$ cat src/design/skl_pkg.sv
// ----------------------------------------------------------------------------
// skl_pkg
// Shared types and constants for the sorted key list.
// ----------------------------------------------------------------------------
package skl_pkg;

  localparam int KEY_W     = 32;
  localparam int CMD_W     = 2;
  localparam int STATUS_W  = 2;
  localparam int POS_W     = 6;
  localparam int CNT_W     = 7;
  localparam int DEPTH_DEF = 64;

  localparam logic [CMD_W-1:0] CMD_INSERT = 2'd0;
  localparam logic [CMD_W-1:0] CMD_REMOVE = 2'd1;
  localparam logic [CMD_W-1:0] CMD_SEARCH = 2'd2;
  localparam logic [CMD_W-1:0] CMD_CLEAR  = 2'd3;

  typedef enum logic [STATUS_W-1:0] {
    ST_OK      = 2'd0,
    ST_FULL    = 2'd1,
    ST_EMPTY   = 2'd2,
    ST_MISSING = 2'd3
  } status_t;

  // RAM write selection
  typedef enum logic [1:0] {
    W_KEY_UP    = 2'd0,  // key at idx+1
    W_DATA_UP   = 2'd1,  // read data at idx+1
    W_KEY_AT    = 2'd2,  // key at idx
    W_DATA_DOWN = 2'd3   // read data at idx-1
  } wsel_t;

  typedef enum logic [1:0] {
    POS_ZERO = 2'd0,
    POS_IDX  = 2'd1,
    POS_IDX1 = 2'd2
  } pos_sel_t;

  typedef struct packed {
    logic     start;
    logic     start_top;  // index starts at the last entry
    logic     idx_inc;
    logic     idx_dec;
    logic     ram_we;
    wsel_t    wsel;
    logic     cnt_inc;
    logic     cnt_dec;
    logic     cnt_clr;
    logic     res_set;
    status_t  res_st;
    logic     res_hit;
    pos_sel_t pos_sel;
    logic     out_load;
  } dp_cmd_t;

  typedef struct packed {
    logic eq;        // read data equals key
    logic gt;        // read data above key, signed
    logic idx_zero;
    logic idx_last;  // index is count-1
    logic cnt_zero;
    logic cnt_full;
    logic out_free;
  } dp_stat_t;

endpackage

$ cat src/design/skl_ram.sv
// ----------------------------------------------------------------------------
// skl_ram
// Simple dual-port RAM: one write port, one read port, registered read.
// ----------------------------------------------------------------------------
module skl_ram #(
  parameter int W     = 32,
  parameter int DEPTH = 64
) (
  input  logic                     clk,
  input  logic                     we,
  input  logic [$clog2(DEPTH)-1:0] waddr,
  input  logic [W-1:0]             wdata,
  input  logic [$clog2(DEPTH)-1:0] raddr,
  output logic [W-1:0]             rdata
);

  logic [W-1:0] mem [DEPTH];

  always_ff @(posedge clk) begin
    if (we) begin
      mem[waddr] <= wdata;
    end
    rdata <= mem[raddr];
  end

endmodule

$ cat src/design/skl_ctrl.sv
// ----------------------------------------------------------------------------
// skl_ctrl
// Command sequencer: scans and shifts the list one entry per step.
// ----------------------------------------------------------------------------
module skl_ctrl (
  input  logic                     clk,
  input  logic                     rst_n,
  input  logic                     in_valid,
  output logic                     in_stall,
  input  logic [skl_pkg::CMD_W-1:0] in_command,
  input  skl_pkg::dp_stat_t        stat,
  output skl_pkg::dp_cmd_t         cmd
);

  typedef enum logic [6:0] {
    S_IDLE  = 7'b0000001,
    S_READ  = 7'b0000010,
    S_EVAL  = 7'b0000100,
    S_PUT   = 7'b0001000,
    S_SREAD = 7'b0010000,
    S_SEVAL = 7'b0100000,
    S_DONE  = 7'b1000000
  } state_t;

  state_t                      state_r, state_nxt;
  logic [skl_pkg::CMD_W-1:0]   op_r, op_nxt;

  assign in_stall = (state_r != S_IDLE);

  always_comb begin
    state_nxt = state_r;
    op_nxt    = op_r;
    cmd       = '0;
    case (state_r)
      S_IDLE: begin
        if (in_valid) begin
          op_nxt = in_command;
          case (in_command)
            skl_pkg::CMD_INSERT: begin
              if (stat.cnt_full) begin
                cmd.res_set = 1'b1;
                cmd.res_st  = skl_pkg::ST_FULL;
                state_nxt   = S_DONE;
              end else begin
                cmd.start     = 1'b1;
                cmd.start_top = ~stat.cnt_zero;
                state_nxt     = stat.cnt_zero ? S_PUT : S_READ;
              end
            end
            skl_pkg::CMD_REMOVE, skl_pkg::CMD_SEARCH: begin
              if (stat.cnt_zero) begin
                cmd.res_set = 1'b1;
                cmd.res_st  = (in_command == skl_pkg::CMD_REMOVE) ?
                              skl_pkg::ST_EMPTY : skl_pkg::ST_MISSING;
                state_nxt   = S_DONE;
              end else begin
                cmd.start = 1'b1;
                state_nxt = S_READ;
              end
            end
            default: begin
              cmd.cnt_clr = 1'b1;
              cmd.res_set = 1'b1;
              cmd.res_st  = skl_pkg::ST_OK;
              state_nxt   = S_DONE;
            end
          endcase
        end
      end
      S_READ: state_nxt = S_EVAL;
      S_EVAL: begin
        if (op_r == skl_pkg::CMD_INSERT) begin
          if (stat.gt) begin
            cmd.ram_we = 1'b1;
            cmd.wsel   = skl_pkg::W_DATA_UP;
            if (stat.idx_zero) begin
              state_nxt = S_PUT;
            end else begin
              cmd.idx_dec = 1'b1;
              state_nxt   = S_READ;
            end
          end else begin
            cmd.ram_we  = 1'b1;
            cmd.wsel    = skl_pkg::W_KEY_UP;
            cmd.cnt_inc = 1'b1;
            cmd.res_set = 1'b1;
            cmd.res_st  = skl_pkg::ST_OK;
            cmd.res_hit = 1'b1;
            cmd.pos_sel = skl_pkg::POS_IDX1;
            state_nxt   = S_DONE;
          end
        end else if (stat.eq) begin
          cmd.res_set = 1'b1;
          cmd.res_st  = skl_pkg::ST_OK;
          cmd.res_hit = 1'b1;
          cmd.pos_sel = skl_pkg::POS_IDX;
          if (op_r == skl_pkg::CMD_SEARCH) begin
            state_nxt = S_DONE;
          end else if (stat.idx_last) begin
            cmd.cnt_dec = 1'b1;
            state_nxt   = S_DONE;
          end else begin
            cmd.idx_inc = 1'b1;
            state_nxt   = S_SREAD;
          end
        end else if (stat.gt || stat.idx_last) begin
          cmd.res_set = 1'b1;
          cmd.res_st  = skl_pkg::ST_MISSING;
          state_nxt   = S_DONE;
        end else begin
          cmd.idx_inc = 1'b1;
          state_nxt   = S_READ;
        end
      end
      S_PUT: begin
        cmd.ram_we  = 1'b1;
        cmd.wsel    = skl_pkg::W_KEY_AT;
        cmd.cnt_inc = 1'b1;
        cmd.res_set = 1'b1;
        cmd.res_st  = skl_pkg::ST_OK;
        cmd.res_hit = 1'b1;
        cmd.pos_sel = skl_pkg::POS_IDX;
        state_nxt   = S_DONE;
      end
      S_SREAD: state_nxt = S_SEVAL;
      S_SEVAL: begin
        cmd.ram_we = 1'b1;
        cmd.wsel   = skl_pkg::W_DATA_DOWN;
        if (stat.idx_last) begin
          cmd.cnt_dec = 1'b1;
          state_nxt   = S_DONE;
        end else begin
          cmd.idx_inc = 1'b1;
          state_nxt   = S_SREAD;
        end
      end
      S_DONE: begin
        if (stat.out_free) begin
          cmd.out_load = 1'b1;
          state_nxt    = S_IDLE;
        end
      end
      default: state_nxt = S_IDLE;
    endcase
  end

  always_ff @(posedge clk) begin
    if (!rst_n) begin
      state_r <= S_IDLE;
    end else begin
      state_r <= state_nxt;
    end
    op_r <= op_nxt;
  end

endmodule

$ cat src/design/skl_dp.sv
// ----------------------------------------------------------------------------
// skl_dp
// Datapath: key store, scan index, count, result and output register.
// ----------------------------------------------------------------------------
module skl_dp #(
  parameter int DEPTH = skl_pkg::DEPTH_DEF
) (
  input  logic                               clk,
  input  logic                               rst_n,
  input  logic signed [skl_pkg::KEY_W-1:0]   in_key,
  input  skl_pkg::dp_cmd_t                   cmd,
  output skl_pkg::dp_stat_t                  stat,
  output logic                               out_valid,
  input  logic                               out_stall,
  output logic [skl_pkg::STATUS_W-1:0]       out_status,
  output logic                               out_found,
  output logic [skl_pkg::POS_W-1:0]          out_position,
  output logic [skl_pkg::CNT_W-1:0]          out_entry_count
);

  localparam int IW = $clog2(DEPTH);
  localparam int CW = $clog2(DEPTH + 1);

  logic [skl_pkg::KEY_W-1:0] key_r;
  logic [IW-1:0]             idx_r, idx_nxt;
  logic [CW-1:0]             count_r, count_nxt;
  logic [skl_pkg::KEY_W-1:0] rdata;
  logic                      we;
  logic [IW-1:0]             waddr;
  logic [skl_pkg::KEY_W-1:0] wdata;
  skl_pkg::status_t          res_st_r;
  logic                      res_hit_r;
  logic [IW-1:0]             res_pos_r;
  logic                      out_valid_r;
  logic [skl_pkg::STATUS_W-1:0] out_status_r;
  logic                      out_found_r;
  logic [skl_pkg::POS_W-1:0] out_pos_r;
  logic [skl_pkg::CNT_W-1:0] out_cnt_r;

  assign stat.eq       = (rdata == key_r);
  assign stat.gt       = ($signed(rdata) > $signed(key_r));
  assign stat.idx_zero = (idx_r == '0);
  assign stat.idx_last = ((CW'(idx_r) + CW'(1)) == count_r);
  assign stat.cnt_zero = (count_r == '0);
  assign stat.cnt_full = (count_r == CW'(DEPTH));
  assign stat.out_free = ~out_valid_r | ~out_stall;

  always_comb begin
    we    = cmd.ram_we;
    waddr = idx_r;
    wdata = key_r;
    case (cmd.wsel)
      skl_pkg::W_KEY_UP:    waddr = IW'(idx_r + IW'(1));
      skl_pkg::W_DATA_UP: begin
        waddr = IW'(idx_r + IW'(1));
        wdata = rdata;
      end
      skl_pkg::W_KEY_AT:    waddr = idx_r;
      skl_pkg::W_DATA_DOWN: begin
        waddr = IW'(idx_r - IW'(1));
        wdata = rdata;
      end
      default: waddr = idx_r;
    endcase
  end

  skl_ram #(.W(skl_pkg::KEY_W), .DEPTH(DEPTH)) u_ram (
    .clk   (clk),
    .we    (we),
    .waddr (waddr),
    .wdata (wdata),
    .raddr (idx_r),
    .rdata (rdata)
  );

  always_comb begin
    idx_nxt = idx_r;
    if (cmd.start) begin
      idx_nxt = cmd.start_top ? IW'(count_r - CW'(1)) : '0;
    end else if (cmd.idx_inc) begin
      idx_nxt = IW'(idx_r + IW'(1));
    end else if (cmd.idx_dec) begin
      idx_nxt = IW'(idx_r - IW'(1));
    end
    count_nxt = count_r;
    if (cmd.cnt_clr) begin
      count_nxt = '0;
    end else if (cmd.cnt_inc) begin
      count_nxt = CW'(count_r + CW'(1));
    end else if (cmd.cnt_dec) begin
      count_nxt = CW'(count_r - CW'(1));
    end
  end

  always_ff @(posedge clk) begin
    if (!rst_n) begin
      count_r     <= '0;
      out_valid_r <= 1'b0;
    end else begin
      count_r <= count_nxt;
      if (cmd.out_load) begin
        out_valid_r <= 1'b1;
      end else if (!out_stall) begin
        out_valid_r <= 1'b0;
      end
    end
    idx_r <= idx_nxt;
    if (cmd.start) begin
      key_r <= in_key;
    end
    if (cmd.res_set) begin
      res_st_r  <= cmd.res_st;
      res_hit_r <= cmd.res_hit;
      case (cmd.pos_sel)
        skl_pkg::POS_IDX:  res_pos_r <= idx_r;
        skl_pkg::POS_IDX1: res_pos_r <= IW'(idx_r + IW'(1));
        default:           res_pos_r <= '0;
      endcase
    end
    if (cmd.out_load) begin
      out_status_r <= res_st_r;
      out_found_r  <= res_hit_r;
      out_pos_r    <= skl_pkg::POS_W'(res_pos_r);
      out_cnt_r    <= skl_pkg::CNT_W'(count_r);
    end
  end

  assign out_valid       = out_valid_r;
  assign out_status      = out_status_r;
  assign out_found       = out_found_r;
  assign out_position    = out_pos_r;
  assign out_entry_count = out_cnt_r;

  a_count_bound: assert property (@(posedge clk) disable iff (!rst_n)
    count_r <= CW'(DEPTH)) else $error("count above depth");
  a_no_full_inc: assert property (@(posedge clk) disable iff (!rst_n)
    cmd.cnt_inc |-> !stat.cnt_full) else $error("insert into full list");
  a_load_valid: assert property (@(posedge clk) disable iff (!rst_n)
    cmd.out_load |=> out_valid_r) else $error("result not presented");
  a_shift_addr: assert property (@(posedge clk) disable iff (!rst_n)
    (cmd.ram_we && cmd.wsel == skl_pkg::W_DATA_DOWN) |-> idx_r != '0)
    else $error("shift down below entry zero");

endmodule

$ cat src/design/sorted_key_list.sv
// ----------------------------------------------------------------------------
// sorted_key_list
// Bounded ascending list of signed keys with insert, remove, search, clear.
// ----------------------------------------------------------------------------
// One transaction is handled at a time and yields one result. Keys live in a
// RAM with registered read; every scan or shift step is a read followed by a
// compare/write, so the time per command is set by that RAM port. Clear,
// full insert and empty remove/search go straight to the result with no scan.
// Insert walks down from the top shifting larger keys up. Search scans from
// the bottom and stops at the first match, first larger key or last entry.
// Remove is the search followed by shifting each entry behind the hole down.
// A new transaction is taken as soon as the previous result sits in the
// output register, even if it has not yet been taken. No clearing pass is
// needed after reset: entries at or above the count are never read.
// ----------------------------------------------------------------------------
module sorted_key_list #(
  parameter int DEPTH = skl_pkg::DEPTH_DEF
) (
  input  logic                               clk,
  input  logic                               rst_n,
  input  logic                               in_valid,
  output logic                               in_stall,
  input  logic [skl_pkg::CMD_W-1:0]          in_command,
  input  logic signed [skl_pkg::KEY_W-1:0]   in_key,
  output logic                               out_valid,
  input  logic                               out_stall,
  output logic [skl_pkg::STATUS_W-1:0]       out_status,
  output logic                               out_found,
  output logic [skl_pkg::POS_W-1:0]          out_position,
  output logic [skl_pkg::CNT_W-1:0]          out_entry_count
);

  skl_pkg::dp_cmd_t  cmd;
  skl_pkg::dp_stat_t stat;

  // sequencer: decides each scan/shift step from datapath status
  skl_ctrl u_ctrl (
    .clk        (clk),
    .rst_n      (rst_n),
    .in_valid   (in_valid),
    .in_stall   (in_stall),
    .in_command (in_command),
    .stat       (stat),
    .cmd        (cmd)
  );

  // storage, index, count and the output register
  skl_dp #(.DEPTH(DEPTH)) u_dp (
    .clk             (clk),
    .rst_n           (rst_n),
    .in_key          (in_key),
    .cmd             (cmd),
    .stat            (stat),
    .out_valid       (out_valid),
    .out_stall       (out_stall),
    .out_status      (out_status),
    .out_found       (out_found),
    .out_position    (out_position),
    .out_entry_count (out_entry_count)
  );

endmodule
$ cat config.mk
export PLATFORM = sky130hd
export DESIGN_NAME = sorted_key_list
export DESIGN_NICKNAME = d
export VERILOG_FILES = /design/src/design/skl_pkg.sv /design/src/design/skl_ram.sv /design/src/design/skl_ctrl.sv /design/src/design/skl_dp.sv /design/src/design/sorted_key_list.sv
export SDC_FILE = /design/constraint.sdc
export NUM_CORES = 2
export LEC_CHECK = 0
export ABC_AREA = 0
export BUFFER_PORTS_ARGS = -buffer_cell sky130_fd_sc_hd__buf_2
export CAP_MARGIN = 20
export CORE_AREA = 5 5 534 536
export CTS_CLUSTER_DIAMETER = 200
export DETAILED_ROUTE_END_ITERATION = 7
export DIE_AREA = 0 0 539 541
export GPL_TIMING_DRIVEN = 0
export SYNTH_ARGS = -nofsm -noshare
export SYNTH_HDL_FRONTEND = slang
export SYNTH_SLANG_ARGS = --single-unit
$ cat constraint.sdc
create_clock -name clk -period 9 [get_ports clk]
set_input_delay 0.9 -clock clk [delete_from_list [all_inputs] [get_ports clk]]
set_output_delay 0.9 -clock clk [all_outputs]
set_load 0.1 [all_outputs]
# Word-level counts from Yosys, hierarchy flattened
# Memory sizes are Yosys's and may differ from the RTL's. A register that Yosys moved wholly into a read port is not among the register bits.
# Cells that the tools add are included.
# op_classes
addsub	5
n_mul	0
div	0
n_lt_le_gt_ge	1
n_eq_ne	22
shifts	0
mux	68
bitwise_logic	5
reduce_logical	15
# op_table
cell	count
7-bit two-way mux	12
7-bit case mux with 7 select lines	1
6-bit two-way mux	6
32-bit == test	1
32-bit greater-than comparator	1
32-bit two-way mux	1
1-bit two-way mux	25
3-bit case mux with 3 select lines	2
6-bit case mux with 3 select lines	1
3-bit two-way mux	5
7-bit == test, second input constant	2
7-bit case mux with 2 select lines	1
4-bit two-way mux	3
3-bit case mux with 2 select lines	2
6-bit case mux with 2 select lines	1
2-bit == test, second input constant	5
1-bit case mux with 2 select lines	4
2-bit OR reduction	4
6-bit by 1-bit adder with 7-bit output, second input constant	1
7-bit by 1-bit adder with 7-bit output, second input constant	1
7-bit by 1-bit == test with 1-bit output, second input constant	1
7-bit by 2-bit == test with 1-bit output, second input constant	1
7-bit by 3-bit == test with 1-bit output, second input constant	1
7-bit by 4-bit == test with 1-bit output, second input constant	1
other kinds (22)	33
# totals
reg_bits	80
latch_bits	0
ram_bits	2048
romBits	0
out_inout_bits	18
memories	1
# mem_list
name	depth	width	read_ports	rd_clocked_by_memory_dff	wr	line_no	text
u_dp.u_ram.mem	64	32	1	1	1	skl_ram.sv:17	logic [W-1:0] mem [DEPTH];

# Longest topological paths before layout
# depth
word_depth	9
mapped_depth	15
depth_no_buf	13

# By module
# Synthesis repeated with hierarchy kept, for this count alone.
# unflattened
hier_cells	3831
area_unflattened_um2	83451.3
# by_module_without_submodules
mod	instances	cells_each	area_each_um2	seq_area_each_um2
skl_ram	1	3324	78515.3	62139.6
skl_dp	1	402	4112.7	2052.0
skl_ctrl	1	105	823.3	200.2

# Least setup slack after synthesis
# OpenSTA, ideal clock, no wires.
# synth_timing
path_type	register -> register
startpoint	register u_dp.key_r[31] in the netlist's numbering
endpoint	memory u_dp.u_ram.mem[0][31], data pin
setup_time_ps	702
t_arrival_ps	4798
path_slack_ps	3500
path_stages_with_launch	13
period_less_slack_ps	5500
path_cell_list	edfxtp_1 > inv_1 > ha_1 > nand3_1 > or4_1 > nor2_1 > o41a_1 > or3_4 > a21oi_4 > nand2_1 > nand2_1 > buf_2 > o21ai_0
# synth_via
elab_chain_len	7
# synth_lines
element	line_no	text
start, declared	skl_dp.sv:24	logic [skl_pkg::KEY_W-1:0] key_r;
start signal, assigned	skl_dp.sv:109	key_r <= in_key;
32-bit greater-than comparator	skl_dp.sv:41	assign stat.gt = ($signed(rdata) > $signed(key_r));
1-bit two-way mux	skl_ctrl.sv:73	if (stat.gt) begin
5-bit two-way mux	skl_ctrl.sv:72	if (op_r == skl_pkg::CMD_INSERT) begin
3-bit case mux with 3 select lines	skl_ctrl.sv:34	case (state_r)
2-bit by 1-bit == test with 1-bit output or 2-bit == test (tied branches)	skl_dp.sv:52	case (cmd.wsel)
2-bit OR reduction (no line)	-	
32-bit two-way mux *	skl_dp.sv:52	
named net u_dp.u_ram.wdata[31]	skl_ram.sv:12	input logic [W-1:0] wdata,
end, declared	skl_ram.sv:17	
# Mark *: on every way through the listed nets, which the timed path passes. The rest lies on a longest branch.

# Worst setup path in the final report
# layout_timing
startpoint	register u_dp.idx_r[1]
endpoint	memory u_dp.u_ram.mem[0][9] (enable)
# layout_via
elab_chain_len	2
# layout_lines
element	line_no	text
start, declared	skl_dp.sv:25	logic [IW-1:0] idx_r, idx_nxt;
start signal, assigned	skl_dp.sv:107	idx_r <= idx_nxt;
6-bit by 1-bit subtractor with 6-bit output or 6-bit by 1-bit adder with 6-bit output (tied branches)	skl_dp.sv:60, skl_dp.sv:53, skl_dp.sv:55	
6-bit case mux with 3 select lines *	skl_dp.sv:52	
# Mark *: on every way between the ends. The rest lies on a longest branch, timed or not.

==> results.txt <==
Outcome: finished, violations left
Failing checks: design-rule violations
GPL Wtd Cong: 0.915
RSZ-0062 raised after global routing: no
Core area: 0.280 mm²
XOR/XNOR share of the synthesized area: 0.315%
Max Cap Viol: 0
Worst r2r src: u_dp.idx_r[1]
CP startpoint kind: flip-flop
Setup TNS: 0 ns
CP dominant cell by count: buf_2
CP max stage cell: nor2_4
Post-Syn Nets: 3716
Final Power: 20.7 mW
Clk sink count: 2160
Synth Register Bits: 2160
EDFF count, synth: 2113
Async set-reset flop share out of synthesis: 0%
Die ar.: 0.292 mm²
CP peak stage delay: 0.92 ns
Initial antenna violation count: 10
Fin crit period: 6.52 ns
Post-synthesis mux area share: 17.8%
Critical Path Start: u_dp.idx_r[1]
Num CTS Buffers: 210
Max clock buf depth: 3
Critical path arrival: 7.01 ns
Max FO, Critical Path: 18
Chip height: 541 µm
Mapped Cells: 3636
Syn avg cell area: 23.0 µm²
HP Start: in_key[25]
Setup-failing EPs final: 0
Worst-Skew Late Latency: 0.88 ns
DP Worst Slack: 2.73 ns
Post-route clock period utilization: 72.4%
Fin. Hold Viols: 0
Drt first pass iters: 8
DRC violation total after the first TritonRoute iteration: 5034
Final HPWL DP: 158000 µm
Number of H-tree levels: 4
Synthesis-to-layout area growth: 18.7%
Nets: 4120
Main combinational cell family by area after synthesis: multiplexers
Clk Tree Root Cell: clkbuf_16
Total gr overflow: 0
WL per Instance: 30.0 µm
Die width: 539 µm
Ports: 56
Actual slew at the worst max-slew pin: 1.19 ns
Synth warn: 0
Netlist cell types: 61
Complex-gate fraction of the synthesized area: 1.44%
Number of global-route vias before repair: 41700
DR vias/cell: 5.21
Slew margin rel.: 20.7%
DRT antenna net count: 0
Drt drc: 2
Pleak: 30.6 nW
Critical Path Sink Type: flip-flop
Critical path class: flip-flop to flip-flop
Area share of and/or/nand/nor cells after synthesis: 1.52%
Fmax: 153 MHz
Layout cells sized above 1: 31.0%
Filler cell count: 25500
CP required: 9.49 ns
Slew Limit Fails: 0
Hold_buf cts: 0
Largest net degree at the start of global routing: 65
Pwr dens: 209 mW/mm²
Worst path cell trace: clkbuf_1 > buf_2 > buf_2 > buf_2 > buf_2 > inv_1 > ha_1 > clkbuf_1 > a21oi_1 > a222oi_1 > nand2_1 > nor2_4 > buf_12
Worst Path Buf+Inv: 8
Via count: 41500
Worst VDD drop: 0.191 mV
Clock transition at path regs: 0.07 ns
Total GRT Usage: 16.0%
Hold slack: 0.219 ns
Cell Area, Synth: 0.0835 mm²
Post-Synth Adder-Cell Area: 0.629%
CTS tree: done
Port bufs: 55
Register area share after synthesis: 77.1%
Row count: 195
Post-CTS Setup Bufs: 0
Clock Skew: 0.0777 ns
Worst Hold Class: input port to flip-flop
Primary flip-flop cell chosen by synthesis mapping: edfxtp_1
Setup ws final: 2.48 ns
First-pass GRT wire length: 331000 µm
Initial Util: 29.8%
Final Routed Wirelength: 239000 µm
Cts repair resizes: 0
Crit path max-delay family: buffers and inverters
[synthesized netlist by cell type (3+ instances only)]
library cell	count	area share, %
edfxtp_1	2113	76
mux4_2	617	17
nor2_1	116	0.52
nand2_1	83	0.37
mux2i_1	78	0.94
clkbuf_1	75	0.34
buf_2	58	0.35
o21ai_0	57	0.34
dfxtp_1	47	1.1
inv_1	43	0.19
buf_1	42	0.19
ha_1	42	0.63
a21oi_1	39	0.23
o22ai_1	31	0.23
mux2_2	17	0.23
xnor2_1	15	0.16
xor2_1	15	0.16
nand3_1	14	0.084
a221o_1	12	0.14
nor3_1	9	0.054
a22oi_1	8	0.072
nand4_1	7	0.052
a211oi_1	6	0.054
buf_4	6	0.054
nand2b_1	6	0.045
nand3b_1	6	0.054
a21o_1	5	0.045
and3_1	5	0.037
nor2b_1	4	0.030
o221ai_1	4	0.042
or2_2	4	0.030
and2_1	3	0.022
and3b_1	3	0.031
nor3b_1	3	0.027
o211ai_1	3	0.027
o21ai_2	3	0.031
or3_1	3	0.022
or3_4	3	0.040
[layout make-up]
cell class | instances | area [µm²] | area share [%]
clock buffers | 268 | 5610 | 5.66
clock inverters | 128 | 1450 | 1.46
multi-input cells | 1250 | 19000 | 19.1
plain buffers | 183 | 802 | 0.809
well taps | 3743 | 4680 | 4.73
diodes | 3 | 7.51 | 0.00758
flip-flops and latches | 2160 | 64400 | 65.0
inverters | 43 | 161 | 0.163
repair buffers | 192 | 3020 | 3.05
[cells in the final DEF (no fill, tap or decap), types with 15 or more instances in the layout]
cell type	instances
clkbuf_1	122
mux4_2	617
clkinv_1	47
nor2_1	52
clkbuf_16	214
nor2_4	65
clkinv_2	27
o21ai_4	31
xnor2_1	15
mux2_2	17
ha_1	42
buf_8	24
bufinv_16	26
dfxtp_1	47
buf_12	92
edfxtp_1	2113
buf_2	115
nand2_1	83
mux2i_1	78
inv_1	43
o21ai_0	26
buf_1	40
a21oi_1	38
buf_16	19
xor2_1	15
o22ai_1	31
[path summary, 6_finish.rpt]
check | end | slack (ns) | cells after the start
worst max-delay path | u_dp.u_ram.mem[0][9] | 2.48 | 13
worst min-delay path | u_dp.key_r[25] | 0.22 | 1
worst max register to register | u_dp.u_ram.mem[0][9] | 2.48 | 13
worst min register to register | u_dp.out_position[2] | 0.44 | 0
[registers in the layout, summed over array words and instances (netlist names)]
| register | cells |
|---|---|
| u_dp.out_found | 1 |
| u_dp.out_position | 6 |
| u_dp.key_r | 32 |
| u_dp.out_status | 2 |
| u_dp.res_hit_r | 1 |
| u_dp.out_entry_count | 7 |
| u_dp.res_pos_r | 6 |
| u_dp.u_ram.mem | 2048 |
| u_ctrl.state_r | 7 |
| u_dp.idx_r | 6 |
| u_dp.res_st_r | 2 |
| u_dp.u_ram.rdata | 32 |
| u_ctrl.op_r | 2 |
| u_dp.count_r | 7 |
| u_dp.out_valid | 1 |
[per-layer routing]
metal	global-route usage (%)	wire [µm]	up-vias	part of all wire (%)
li1	-	-	16300	-
met1	20.7	90900	22500	38
met2	25.5	113000	2271	47
met3	4.45	23900	485	10
met4	6.72	11000	4	4.6
met5	0	27	-	0.011
[report_power, final]
part | internal (mW) | switching [mW] | leakage (nW)
Clock | 5.17 | 3.83 | 3.41
Combinational | 0.238 | 0.424 | 7.78
Sequential | 11.0 | 0.0257 | 19.4
Total | 16.4 | 4.28 | 30.6
[kinds of logic (layout without fill, tap and decap cells)]
kind of cell | count (synthesis) | after routing
DFF | 2160 | 2160
adders and majority gates | 42 | 42
xor gates and xnor gates | 30 | 30
and+or+nand+nor | 278 | 278
other | 0 | 3
muxes | 712 | 712
AOI/OAI and AO/OA | 188 | 188
buffers and inverters | 226 | 814
[stage by stage]
stage	cells	area, µm²	util, %
final	7970	99100	35.3
after global placement	7434	88400	31.5
after global routing	7968	99100	35.3
after floorplan	3636	83500	-
after detailed placement	7556	91800	32.7
after CTS	7952	98800	35.3
Note: power is estimated with default switching activity, not from simulation.
